[config.mk]
export PLATFORM = sky130hd
export DESIGN_NAME = q2e_sqrt_cell
export DESIGN_NICKNAME = d
export VERILOG_FILES = /design/src/q2e_pkg.sv /design/src/q2e_sqrt_cell.sv
export SDC_FILE = /design/constraint.sdc
export NUM_CORES = 1
export LEC_CHECK = 0
export BUFFER_PORTS_ARGS = -buffer_cell sky130_fd_sc_hd__buf_2
export CAP_MARGIN = 20
export CORE_ASPECT_RATIO = 2
export CORE_UTILIZATION = 30
export DETAILED_ROUTE_END_ITERATION = 8
export SKIP_CTS_REPAIR_TIMING = 1
export SYNTH_ARGS = -nofsm -noshare
export SYNTH_HDL_FRONTEND = slang
export SYNTH_SLANG_ARGS = --single-unit
[constraint.sdc]
create_clock -name clock -period 11.3 [get_ports clock]
set_input_delay 2.26 -clock clock [delete_from_list [all_inputs] [get_ports clock]]
set_output_delay 2.26 -clock clock [all_outputs]
set_load 0.02 [all_outputs]
[src/q2e_pkg.sv]
`timescale 1ns / 1ps
// Shared constants, types and functions of the quaternion to Euler angle unit.
package q2e_pkg;

   localparam int CORDIC_ITERATIONS = 16;
   localparam int QUAT_FRAC_BITS    = 14;

   localparam int IN_W    = 16;
   localparam int ROLL_W  = 13;
   localparam int PITCH_W = 12;
   localparam int YAW_W   = 13;

   localparam int SUM_W = (2 * QUAT_FRAC_BITS + 2 > 34) ? 2 * QUAT_FRAC_BITS + 2 : 34;
   localparam int CW    = SUM_W + 3;
   localparam int ZW    = 32;
   localparam int IDX_W = 5;

   localparam int SQRT_STEPS = 31;
   localparam int SQ_W       = 62;

   localparam logic signed [ZW-1:0] ANG_PI_2 = 32'sd421657428;
   localparam logic [26:0] RAD_TO_UNITS = 27'd60078979;
   localparam int ROLL_LIM  = 2880;
   localparam int PITCH_LIM = 1440;

   typedef struct packed {
      logic signed [CW-1:0] x;
      logic signed [CW-1:0] y;
      logic signed [ZW-1:0] z;
   } cordic_type;

   typedef struct packed {
      logic roll_zero;
      logic pitch_zero;
      logic yaw_zero;
      logic sat_pos;
      logic sat_neg;
   } flag_type;

   // atan(2^-i), Q28 radians
   function automatic logic signed [ZW-1:0] atan_rom(input logic [IDX_W-1:0] i);
      logic signed [ZW-1:0] a;
      unique case (i)
         5'd0:  a = 32'sd210828714;
         5'd1:  a = 32'sd124459457;
         5'd2:  a = 32'sd65760959;
         5'd3:  a = 32'sd33381290;
         5'd4:  a = 32'sd16755422;
         5'd5:  a = 32'sd8385879;
         5'd6:  a = 32'sd4193963;
         5'd7:  a = 32'sd2097109;
         5'd8:  a = 32'sd1048571;
         5'd9:  a = 32'sd524287;
         5'd10: a = 32'sd262144;
         5'd11: a = 32'sd131072;
         5'd12: a = 32'sd65536;
         5'd13: a = 32'sd32768;
         5'd14: a = 32'sd16384;
         5'd15: a = 32'sd8192;
         5'd16: a = 32'sd4096;
         5'd17: a = 32'sd2048;
         5'd18: a = 32'sd1024;
         5'd19: a = 32'sd512;
         5'd20: a = 32'sd256;
         5'd21: a = 32'sd128;
         5'd22: a = 32'sd64;
         5'd23: a = 32'sd32;
         5'd24: a = 32'sd16;
         5'd25: a = 32'sd8;
         5'd26: a = 32'sd4;
         5'd27: a = 32'sd2;
         5'd28: a = 32'sd1;
         5'd29: a = 32'sd1;
         5'd30: a = 32'sd0;
         5'd31: a = 32'sd0;
         default: a = 32'sd0;
      endcase
      return a;
   endfunction

   // quarter turn into the right half plane
   function automatic cordic_type prerotate(input logic signed [CW-1:0] sy,
                                            input logic signed [CW-1:0] cx);
      cordic_type r;
      if (cx < 0) begin
         if (sy >= 0) begin
            r.x = sy;
            r.y = -cx;
            r.z = ANG_PI_2;
         end else begin
            r.x = -sy;
            r.y = cx;
            r.z = -ANG_PI_2;
         end
      end else begin
         r.x = cx;
         r.y = sy;
         r.z = '0;
      end
      return r;
   endfunction

endpackage

[src/q2e_sqrt_cell.sv]
`timescale 1ns / 1ps
// One digit step of the pipelined integer square root.
module q2e_sqrt_cell (
   input  logic                     clock,
   input  logic                     enable,
   input  logic [q2e_pkg::IDX_W-1:0] step,
   input  logic [q2e_pkg::SQ_W-1:0] rem_cur,
   input  logic [q2e_pkg::SQ_W-1:0] res_cur,
   output logic [q2e_pkg::SQ_W-1:0] rem_nxt,
   output logic [q2e_pkg::SQ_W-1:0] res_nxt
);
   import q2e_pkg::*;

   localparam logic [5:0] TOP_POS = 6'(2 * (SQRT_STEPS - 1));

   logic [5:0]      bit_pos;
   logic [SQ_W-1:0] bit_val;
   logic [SQ_W-1:0] trial;
   logic [SQ_W-1:0] rem_ff, rem_in;
   logic [SQ_W-1:0] res_ff, res_in;

   always_comb begin
      bit_pos = TOP_POS - {step, 1'b0};
      bit_val = SQ_W'(1) << bit_pos;
      trial   = res_cur + bit_val;
      if (rem_cur >= trial) begin
         rem_in = rem_cur - trial;
         res_in = (res_cur >> 1) + bit_val;
      end else begin
         rem_in = rem_cur;
         res_in = res_cur >> 1;
      end
   end

   always_ff @(posedge clock) begin
      if (enable) begin
         rem_ff <= rem_in;
         res_ff <= res_in;
      end
   end

   assign rem_nxt = rem_ff;
   assign res_nxt = res_ff;
endmodule

==> impl_results.md <==
- Outcome: complete, but fails checks
- Failing checks: design-rule violations
- Synth Cell Area: 0.0136 mm2
- Clock root buffer: clkbuf_16
- Multi-input logic area: 0.00944 mm2
- Seq/Total Area, Yosys: 27.3%
- Max-slew violations: 0
- Post-Synth Adder-Cell Area: 10.8%
- I/O pin total: 255
- Worst path most repeated cell: nand2_1
- Total power: 1850 uW
- Critical path data arrival time: 10.35 ns
- TNS Setup: 0 ns
- Startpoint types: input port
- Post-DP HPWL: 46300 um
- Peak VDD IR: 98.7 uV
- Hold Crit Class: in -> reg
- Slowest CP cell: a41o_4
- Die H: 303 um
- RSZ-0062 raised after global routing: no
- Starting Density: 30.3%
- CTS clk-pin slew, worst paths: 0.06 ns
- Max-cap viol count: 0
- Seq cells post-synth: 124
- Vias/cell: 5.59
- # rows: 110
- Die X: 153 um
- Clk sinks: 124
- Number of port buffers: 254
- Routed WL: 56200 um
- Fillcell total: 4761
- Worst Max-Slew Pin Slew: 0.993 ns
- Longest Clk Path Bufs: 2
- Final setup violating endpoints: 0
- Core area: 0.0449 mm2
- Gr usage total: 24.0%
- Required @ worst endpoint: 11.51 ns
- Gr ovfl total: 0
- Most common cell after layout, fill and taps aside: buf_2
- Post-Syn Nets: 1892
- Static leakage power: 0.00645 uW
- Final ANT Viol Nets: 0
- FF+latch area: 0.00372 mm2
- Largest family of logic cells by synthesized area: compound AO/OA/AOI/OAI gates
- Post-synth EDFFs: 124
- Initial drt markers: 852
- Post-Syn Area per Cell: 8.24 um2
- Crit end category: flop
- P&R area growth vs syn: 17.2%
- Vias post-DR: 13614
- Final Non-Filler Cells: 2435
- Final hold vios: 0
- Crit path kind: in -> reg
- GPL Wtd Cong: 1.02
- Crit-path max cell delay: 0.90 ns
- Synth unique cells: 94
- Total CTS buffers: 17
- Multiplexer share of the synthesized area: 0.423%
- CTS tree: built
- Initial antenna violation count: 6
- Largest net degree at the start of global routing: 80
- DR DRC count: 18
- Power Dens Cells: 116 mW/mm2
- Layout net count: 2106
- Die ar.: 0.0463 mm2
- Final WS setup: 1.16 ns
- Placed insts: 2407
- Commonest non-fill, non-tap cells in the layout: 253 x buf_2, 176 x nand2_1, 162 x a21oi_1
- Synthesis Warnings: 0
- Synth Area in XOR/XNOR: 12.7%
- Setup WS pre-CTS: 0.828 ns
- Antenna cells: 0
- Number of global-route vias before repair: 13754
- First-pass GRT wire length: 82500 um
- First-pass DRT Iterations: 6
- Worst slew margin: 33.8%
- Synth Area in Simple Gates: 19.8%
- Post-Synthesis Cells: 1652
- Synth Area in Compound Gates: 25.4%
- Period utilization: 89.7%
- H-tree levels: 4
- Share of layout cells above drive strength 1: 18.4%
- Synth Flop Type: edfxtp_1
- Final worst path period need: 10.14 ns
- Max Freq: 98.6 MHz
- Detailed-route wire length per cell: 23.1 um
- Crit Path Max Fanout: 79
- Ys async rst share: 0%
[cell type report]
class	instances	share of cell area [%]
multi-input combinational	1408	59.2
sequential	124	23.3
timing repair buffer	269	8.69
tap	560	4.39
clock buffer	17	2.67
inverter	46	1.08
clock inverter	11	0.666
[per-layer routing]
metal  share of wire, %  track usage (%)  vias up
li1                   -                -     6528
met1                 35             22.7     6441
met2                 54             47.0      475
met3                4.7             4.43      158
met4                6.2             15.7       12
met5               0.16                0        -
[flip-flops by register name, summed over array words and instances, names as in the netlist]
| signal | count |
|---|---|
| rem_nxt | 62 |
| res_nxt | 62 |
[metrics by stage]
stage               utilization, %  instance area [um2]  hold slack (ns)
floorplan                        -                13600             2.37
global placement              34.4                15400             2.57
detailed placement            34.4                15400             2.58
CTS                           35.6                16000             2.11
global route                  35.6                16000             2.12
finish                        35.6                16000             2.12
[power breakdown]
group	internal [uW]	switching [uW]
clock network	314	220
registers	584	19.7
logic	238	474
[path summary, 6_finish.rpt]
kind,from,end,slack [ns],cells after the start
setup / recovery,step[1],res_nxt[31]$_DFFE_PP_,1.16,32
hold / removal,rem_cur[47],rem_nxt[47]$_DFFE_PP_,2.12,3
[worst max-delay path, delay by kind of cell]
family / cells / cell delay, ns
simple gates: 10 / 1.85
xor+xnor: 2 / 0.31
buf+inv: 2 / 0.48
fa+ha+maj: 4 / 1.32
compound gates: 14 / 4.05
[logic make-up (layout without fill, tap and decap cells)]
kind of cell / after synthesis / in the layout
and+or+nand+nor: 551 / 551
AOI/OAI and AO/OA: 536 / 536
xor gates and xnor gates: 197 / 197
DFF: 124 / 124
buffers and inverters: 120 / 343
adders and majority gates: 119 / 119
muxes: 5 / 5
[cells in the mapped netlist (all sizes together) (9+ instances only)]
master    n  area, um2
maj3     10        100
a41oi    10        106
nand4    34        213
and2     26        163
buf      17       92.6
inv      45        169
a31oi    50        319
o21bai   28        210
nor2b    23        144
nor3     32        186
ha      108       1350
o21a     17        128
xor2     89        780
clkbuf   57        214
and3     26        163
a31o      9       78.8
a21o     46        345
nand2b   10       62.6
edfxtp  124       3720
nand2   176        661
nand3    26        130
o31ai    18        178
xnor2   108        953
o21ai   126        631
nor2    152        597
a21oi   163        820
Power figures use the tool's default switching activity.
