===== src/q2e_pkg.sv =====
`timescale 1ns / 1ps
// Shared constants, types and functions of the quaternion to Euler angle unit.
package q2e_pkg;

   localparam int CORDIC_ITERATIONS = 16;
   localparam int QUAT_FRAC_BITS    = 14;

   localparam int IN_W    = 16;
   localparam int ROLL_W  = 13;
   localparam int PITCH_W = 12;
   localparam int YAW_W   = 13;

   localparam int SUM_W = (2 * QUAT_FRAC_BITS + 2 > 34) ? 2 * QUAT_FRAC_BITS + 2 : 34;
   localparam int CW    = SUM_W + 3;
   localparam int ZW    = 32;
   localparam int IDX_W = 5;

   localparam int SQRT_STEPS = 31;
   localparam int SQ_W       = 62;

   localparam logic signed [ZW-1:0] ANG_PI_2 = 32'sd421657428;
   localparam logic [26:0] RAD_TO_UNITS = 27'd60078979;
   localparam int ROLL_LIM  = 2880;
   localparam int PITCH_LIM = 1440;

   typedef struct packed {
      logic signed [CW-1:0] x;
      logic signed [CW-1:0] y;
      logic signed [ZW-1:0] z;
   } cordic_type;

   typedef struct packed {
      logic roll_zero;
      logic pitch_zero;
      logic yaw_zero;
      logic sat_pos;
      logic sat_neg;
   } flag_type;

   // atan(2^-i), Q28 radians
   function automatic logic signed [ZW-1:0] atan_rom(input logic [IDX_W-1:0] i);
      logic signed [ZW-1:0] a;
      unique case (i)
         5'd0:  a = 32'sd210828714;
         5'd1:  a = 32'sd124459457;
         5'd2:  a = 32'sd65760959;
         5'd3:  a = 32'sd33381290;
         5'd4:  a = 32'sd16755422;
         5'd5:  a = 32'sd8385879;
         5'd6:  a = 32'sd4193963;
         5'd7:  a = 32'sd2097109;
         5'd8:  a = 32'sd1048571;
         5'd9:  a = 32'sd524287;
         5'd10: a = 32'sd262144;
         5'd11: a = 32'sd131072;
         5'd12: a = 32'sd65536;
         5'd13: a = 32'sd32768;
         5'd14: a = 32'sd16384;
         5'd15: a = 32'sd8192;
         5'd16: a = 32'sd4096;
         5'd17: a = 32'sd2048;
         5'd18: a = 32'sd1024;
         5'd19: a = 32'sd512;
         5'd20: a = 32'sd256;
         5'd21: a = 32'sd128;
         5'd22: a = 32'sd64;
         5'd23: a = 32'sd32;
         5'd24: a = 32'sd16;
         5'd25: a = 32'sd8;
         5'd26: a = 32'sd4;
         5'd27: a = 32'sd2;
         5'd28: a = 32'sd1;
         5'd29: a = 32'sd1;
         5'd30: a = 32'sd0;
         5'd31: a = 32'sd0;
         default: a = 32'sd0;
      endcase
      return a;
   endfunction

   // quarter turn into the right half plane
   function automatic cordic_type prerotate(input logic signed [CW-1:0] sy,
                                            input logic signed [CW-1:0] cx);
      cordic_type r;
      if (cx < 0) begin
         if (sy >= 0) begin
            r.x = sy;
            r.y = -cx;
            r.z = ANG_PI_2;
         end else begin
            r.x = -sy;
            r.y = cx;
            r.z = -ANG_PI_2;
         end
      end else begin
         r.x = cx;
         r.y = sy;
         r.z = '0;
      end
      return r;
   endfunction

endpackage


===== src/q2e_cordic_cell.sv =====
`timescale 1ns / 1ps
// One vectoring CORDIC micro-rotation with its pipeline register.
module q2e_cordic_cell (
   input  logic                      clock,
   input  logic                      enable,
   input  logic [q2e_pkg::IDX_W-1:0] step,
   input  q2e_pkg::cordic_type       cur,
   output q2e_pkg::cordic_type       nxt
);
   import q2e_pkg::*;

   logic signed [CW-1:0] x, y, xs, ys;
   logic signed [ZW-1:0] z, a;
   cordic_type           st_ff, st_in;

   always_comb begin
      x  = cur.x;
      y  = cur.y;
      z  = cur.z;
      xs = x >>> step;
      ys = y >>> step;
      a  = atan_rom(step);
      if (y >= 0) begin
         st_in.x = x + ys;
         st_in.y = y - xs;
         st_in.z = z + a;
      end else begin
         st_in.x = x - ys;
         st_in.y = y + xs;
         st_in.z = z - a;
      end
   end

   always_ff @(posedge clock) begin
      if (enable) begin
         st_ff <= st_in;
      end
   end

   assign nxt = st_ff;
endmodule


===== config.mk =====
export PLATFORM = sky130hd
export DESIGN_NAME = q2e_cordic_cell
export DESIGN_NICKNAME = d
export VERILOG_FILES = /design/src/q2e_pkg.sv /design/src/q2e_cordic_cell.sv
export SDC_FILE = /design/constraint.sdc
export NUM_CORES = 1
export LEC_CHECK = 0
export ABC_AREA = 1
export BUFFER_PORTS_ARGS = -buffer_cell sky130_fd_sc_hd__buf_2
export CORE_MARGIN = 2
export CORE_UTILIZATION = 54
export DETAILED_ROUTE_END_ITERATION = 7
export GPL_ROUTABILITY_DRIVEN = 0
export GPL_TIMING_DRIVEN = 1
export PLACE_DENSITY = 0.77
export SYNTH_ARGS = -nofsm -noshare
export SYNTH_HDL_FRONTEND = slang
export SYNTH_SLANG_ARGS = --single-unit

===== constraint.sdc =====
create_clock -name clock -period 4.55 [get_ports clock]
set_input_delay 0.455 -clock clock [delete_from_list [all_inputs] [get_ports clock]]
set_output_delay 0.455 -clock clock [all_outputs]
set_load 0.02 [all_outputs]

==> results.py <==
metrics = {
    "run_status": {
        "status": "finished, final reports clean",
    },
    "worst_setup_path": {
        "cp_max_fo": 10,
        "end_kind": "register",
        "required_ps": 4680,
        "worst-endpoint-arrival_ps": 4580,
        "critPathKind": "in2reg",
        "cp-start-kind": "primary input",
    },
    "pwr": {
        "p_leak_nw": 10.6,
        "power_density_mw_per_mm2": 301,
        "vdd_drop_max_v": 0.000258,
        "power_mw": 6.15,
    },
    "clocking": {
        "cts_buffer_depth": 2,
        "numCtsBuffers": 9,
        "cts_tree": "done",
        "cts_root_buf": "clkbuf_16",
        "htree_levels": 3,
        "cts.clk_slew.worst_paths_ps": 70,
        "cts_hold_buffers": 0,
        "cts_sinks": 106,
    },
    "yosys": {
        "synth_fa_ha_area_share_pct": 8.94,
        "synth.avg_cell_area_um2": 6.12,
        "synth.cell_area_mm2": 0.0165,
        "yosysSeqAreaShare_pct": 19.3,
        "synth_top_family_by_area": "simple AND/OR/NAND/NOR gates",
        "syn_inst": 2694,
        "synth-compound-area-share_pct": 11.8,
        "syn_nets": 2923,
        "yosysWarnings": 0,
        "synthMuxAreaShare_pct": 0,
        "synth-seq-cells": 106,
        "synth_xor_area_share_pct": 8.29,
        "ys_types": 55,
        "synth_simple_gate_area_share_pct": 42.8,
    },
    "detailed_routing": {
        "drtPass1Iterations": 7,
        "wl_um": 58300,
        "postRouteAntennaNets": 0,
        "drc_errors": 0,
        "drt_iter0_drc": 2183,
        "routed_via_density": 5.80,
        "wire_per_inst_um": 16.6,
        "vias": 20400,
    },
    "floorplan": {
        "io_pins": 219,
        "row_count": 63,
        "die_y_um": 179,
        "start_util_pct": 55.2,
        "die_w_um": 179,
        "die_area_mm2": 0.0320,
        "core_area_mm2": 0.0299,
    },
    "global_route": {
        "grt_start_max_net_pins": 72,
        "grt_usage_pct": 35.7,
        "grt_antenna_before_repair": 3,
        "globalRouteOverflowTotal": 0,
        "grt_pass1_vias": 19000,
        "grt_pass1_wl_um": 90400,
    },
    "sta": {
        "setup-violations-final": 0,
        "hold_viol_final": 0,
        "fin_crit_ps": 4440,
        "rsz0062_at_grt": "true",
        "worstMarginPinSlew_ps": 917,
        "maxSlewViolCount": 0,
        "max_clock_freq_ghz": 0.225,
        "relSlewSlack_pct": 38.9,
        "fin_crit_sh_pct": 97.6,
        "setup-tns-final_ps": 0,
    },
    "finish": {
        "layout_commonest_cell": "nand2_1",
        "largest_reg_flops": 106,
        "final_cell_mix": "nand2_1 (900), nand3_1 (413), buf_4 (274)",
        "nets": 3348,
        "final.fill_count": 2628,
        "drive_above_1_share_pct": 20.1,
        "syn_to_final_growth_pct": 23.7,
        "utilization_pct": 68.3,
    },
    "run": {
        "max_cap_violations": 0,
    },
    "min_path": {
        "min_path_cells": 2,
        "min_path_type": "in2reg",
    },
    "placed_design": {
        "port_buffers": 218,
        "dp_hpwl_um": 47700,
    },
}
==> final timing paths <==
check / start / to / slack (ps)
worst max-delay path: step[2] / nxt[29]$_DFFE_PP_ / 110
worst min-delay path: cur[0] / nxt[0]$_DFFE_PP_ / 390
==> synthesized netlist by cell type, drive strengths merged <==
| cell type | number | share of area (%) |
|---|---|---|
| clkbuf | 22 | 0.56 |
| xnor2 | 45 | 2.4 |
| nor3 | 19 | 0.61 |
| nand3b | 16 | 0.73 |
| a21boi | 4 | 0.18 |
| a21oi | 148 | 4.5 |
| and2 | 2 | 0.076 |
| o21a | 15 | 0.68 |
| nand4 | 32 | 1.2 |
| o221ai | 5 | 0.27 |
| edfxtp | 106 | 19 |
| o31ai | 4 | 0.27 |
| o22ai | 1 | 0.038 |
| a31oi | 11 | 0.51 |
| o21ai | 108 | 3.4 |
| a41oi | 1 | 0.053 |
| a32oi | 1 | 0.053 |
| a211oi | 6 | 0.27 |
| o211ai | 17 | 0.77 |
| o21bai | 5 | 0.23 |
| ha | 113 | 8.6 |
| inv | 237 | 5.5 |
| o2111ai | 1 | 0.053 |
| clkinv | 1 | 0.030 |
| nor4 | 6 | 0.23 |
| fa | 3 | 0.36 |
| or2 | 3 | 0.11 |
| nand2 | 918 | 21 |
| xor2 | 111 | 5.9 |
| nand3 | 424 | 13 |
| buf | 67 | 2.8 |
| a21o | 10 | 0.46 |
| nor2 | 232 | 5.8 |
==> power by group <==
part	total, mW	internal (mW)	switching, mW
clock network	0.721	0.363	0.358
registers	1.52	1.46	0.0593
logic	3.91	1.52	2.39
==> area by class of cell <==
type / instances / area, um2 / share of cell area, %
timing repair buffer: 503 / 3400 / 16.7
sequential: 106 / 3180 / 15.6
multi-input combinational: 2261 / 12200 / 59.6
antenna: 3 / 7.51 / 0.0368
clock buffer: 11 / 233 / 1.14
inverter: 238 / 910 / 4.46
tap: 390 / 488 / 2.39
clock inverter: 4 / 20.0 / 0.0981
==> stage by stage <==
step	instance area [um2]	worst slack, ps	hold slack [ps]	std cells
final	20400	107	392	3516
after global routing	20400	-67.4	392	3516
after CTS	20000	44.0	379	3505
after detailed placement	19800	-554	778	3490
after global placement	19800	-400	759	3490
after floorplan	16500	400	567	2694
==> metal layers <==
| layer | track usage (%) | vias up | part of all wire [%] |
|---|---|---|---|
| met5 | 0 | - | 0 |
| met4 | 21.4 | 0 | 6.5 |
| met3 | 6.32 | 254 | 10 |
| met2 | 58.3 | 1124 | 45 |
| met1 | 43.9 | 9184 | 39 |
| li1 | - | 9836 | - |
==> kinds of logic (layout without fill, tap and decap cells) <==
| logic type | count (synthesis) | after routing |
|---|---|---|
| other | 0 | 3 |
| AO/OA/AOI/OAI | 337 | 337 |
| AND/OR/NAND/NOR | 1652 | 1652 |
| buffers and inverters | 327 | 756 |
| XOR/XNOR | 156 | 156 |
| adder cells (fa/ha/maj) | 116 | 116 |
| flip-flops | 106 | 106 |
==> what timing repair did <==
item                                    4_1_cts  5_1_grt
endpoints found under the setup margin        1       29
pin swaps                                     0       18
resized for setup                             2       70
buffers inserted                              0        8
==> critical path: stages <==
cell      delay, ps
buf_2           220
buf_4           220
nor2_4          340
nand2_1         160
a32oi_2         310
ha_2            230
nand2_1          80
nor2_1           90
nand2_1          90
nor2_2          130
nand2_2          90
nor2_4          130
nor2_1           60
xor2_1          150
ha_1            380
a21oi_1         280
o21ai_0         190
a21oi_1         230
nand3_2         150
nand2_1          90
nand3_1         120
a211oi_2        280
xor2_1          100
(Power assumes the default switching activity.)
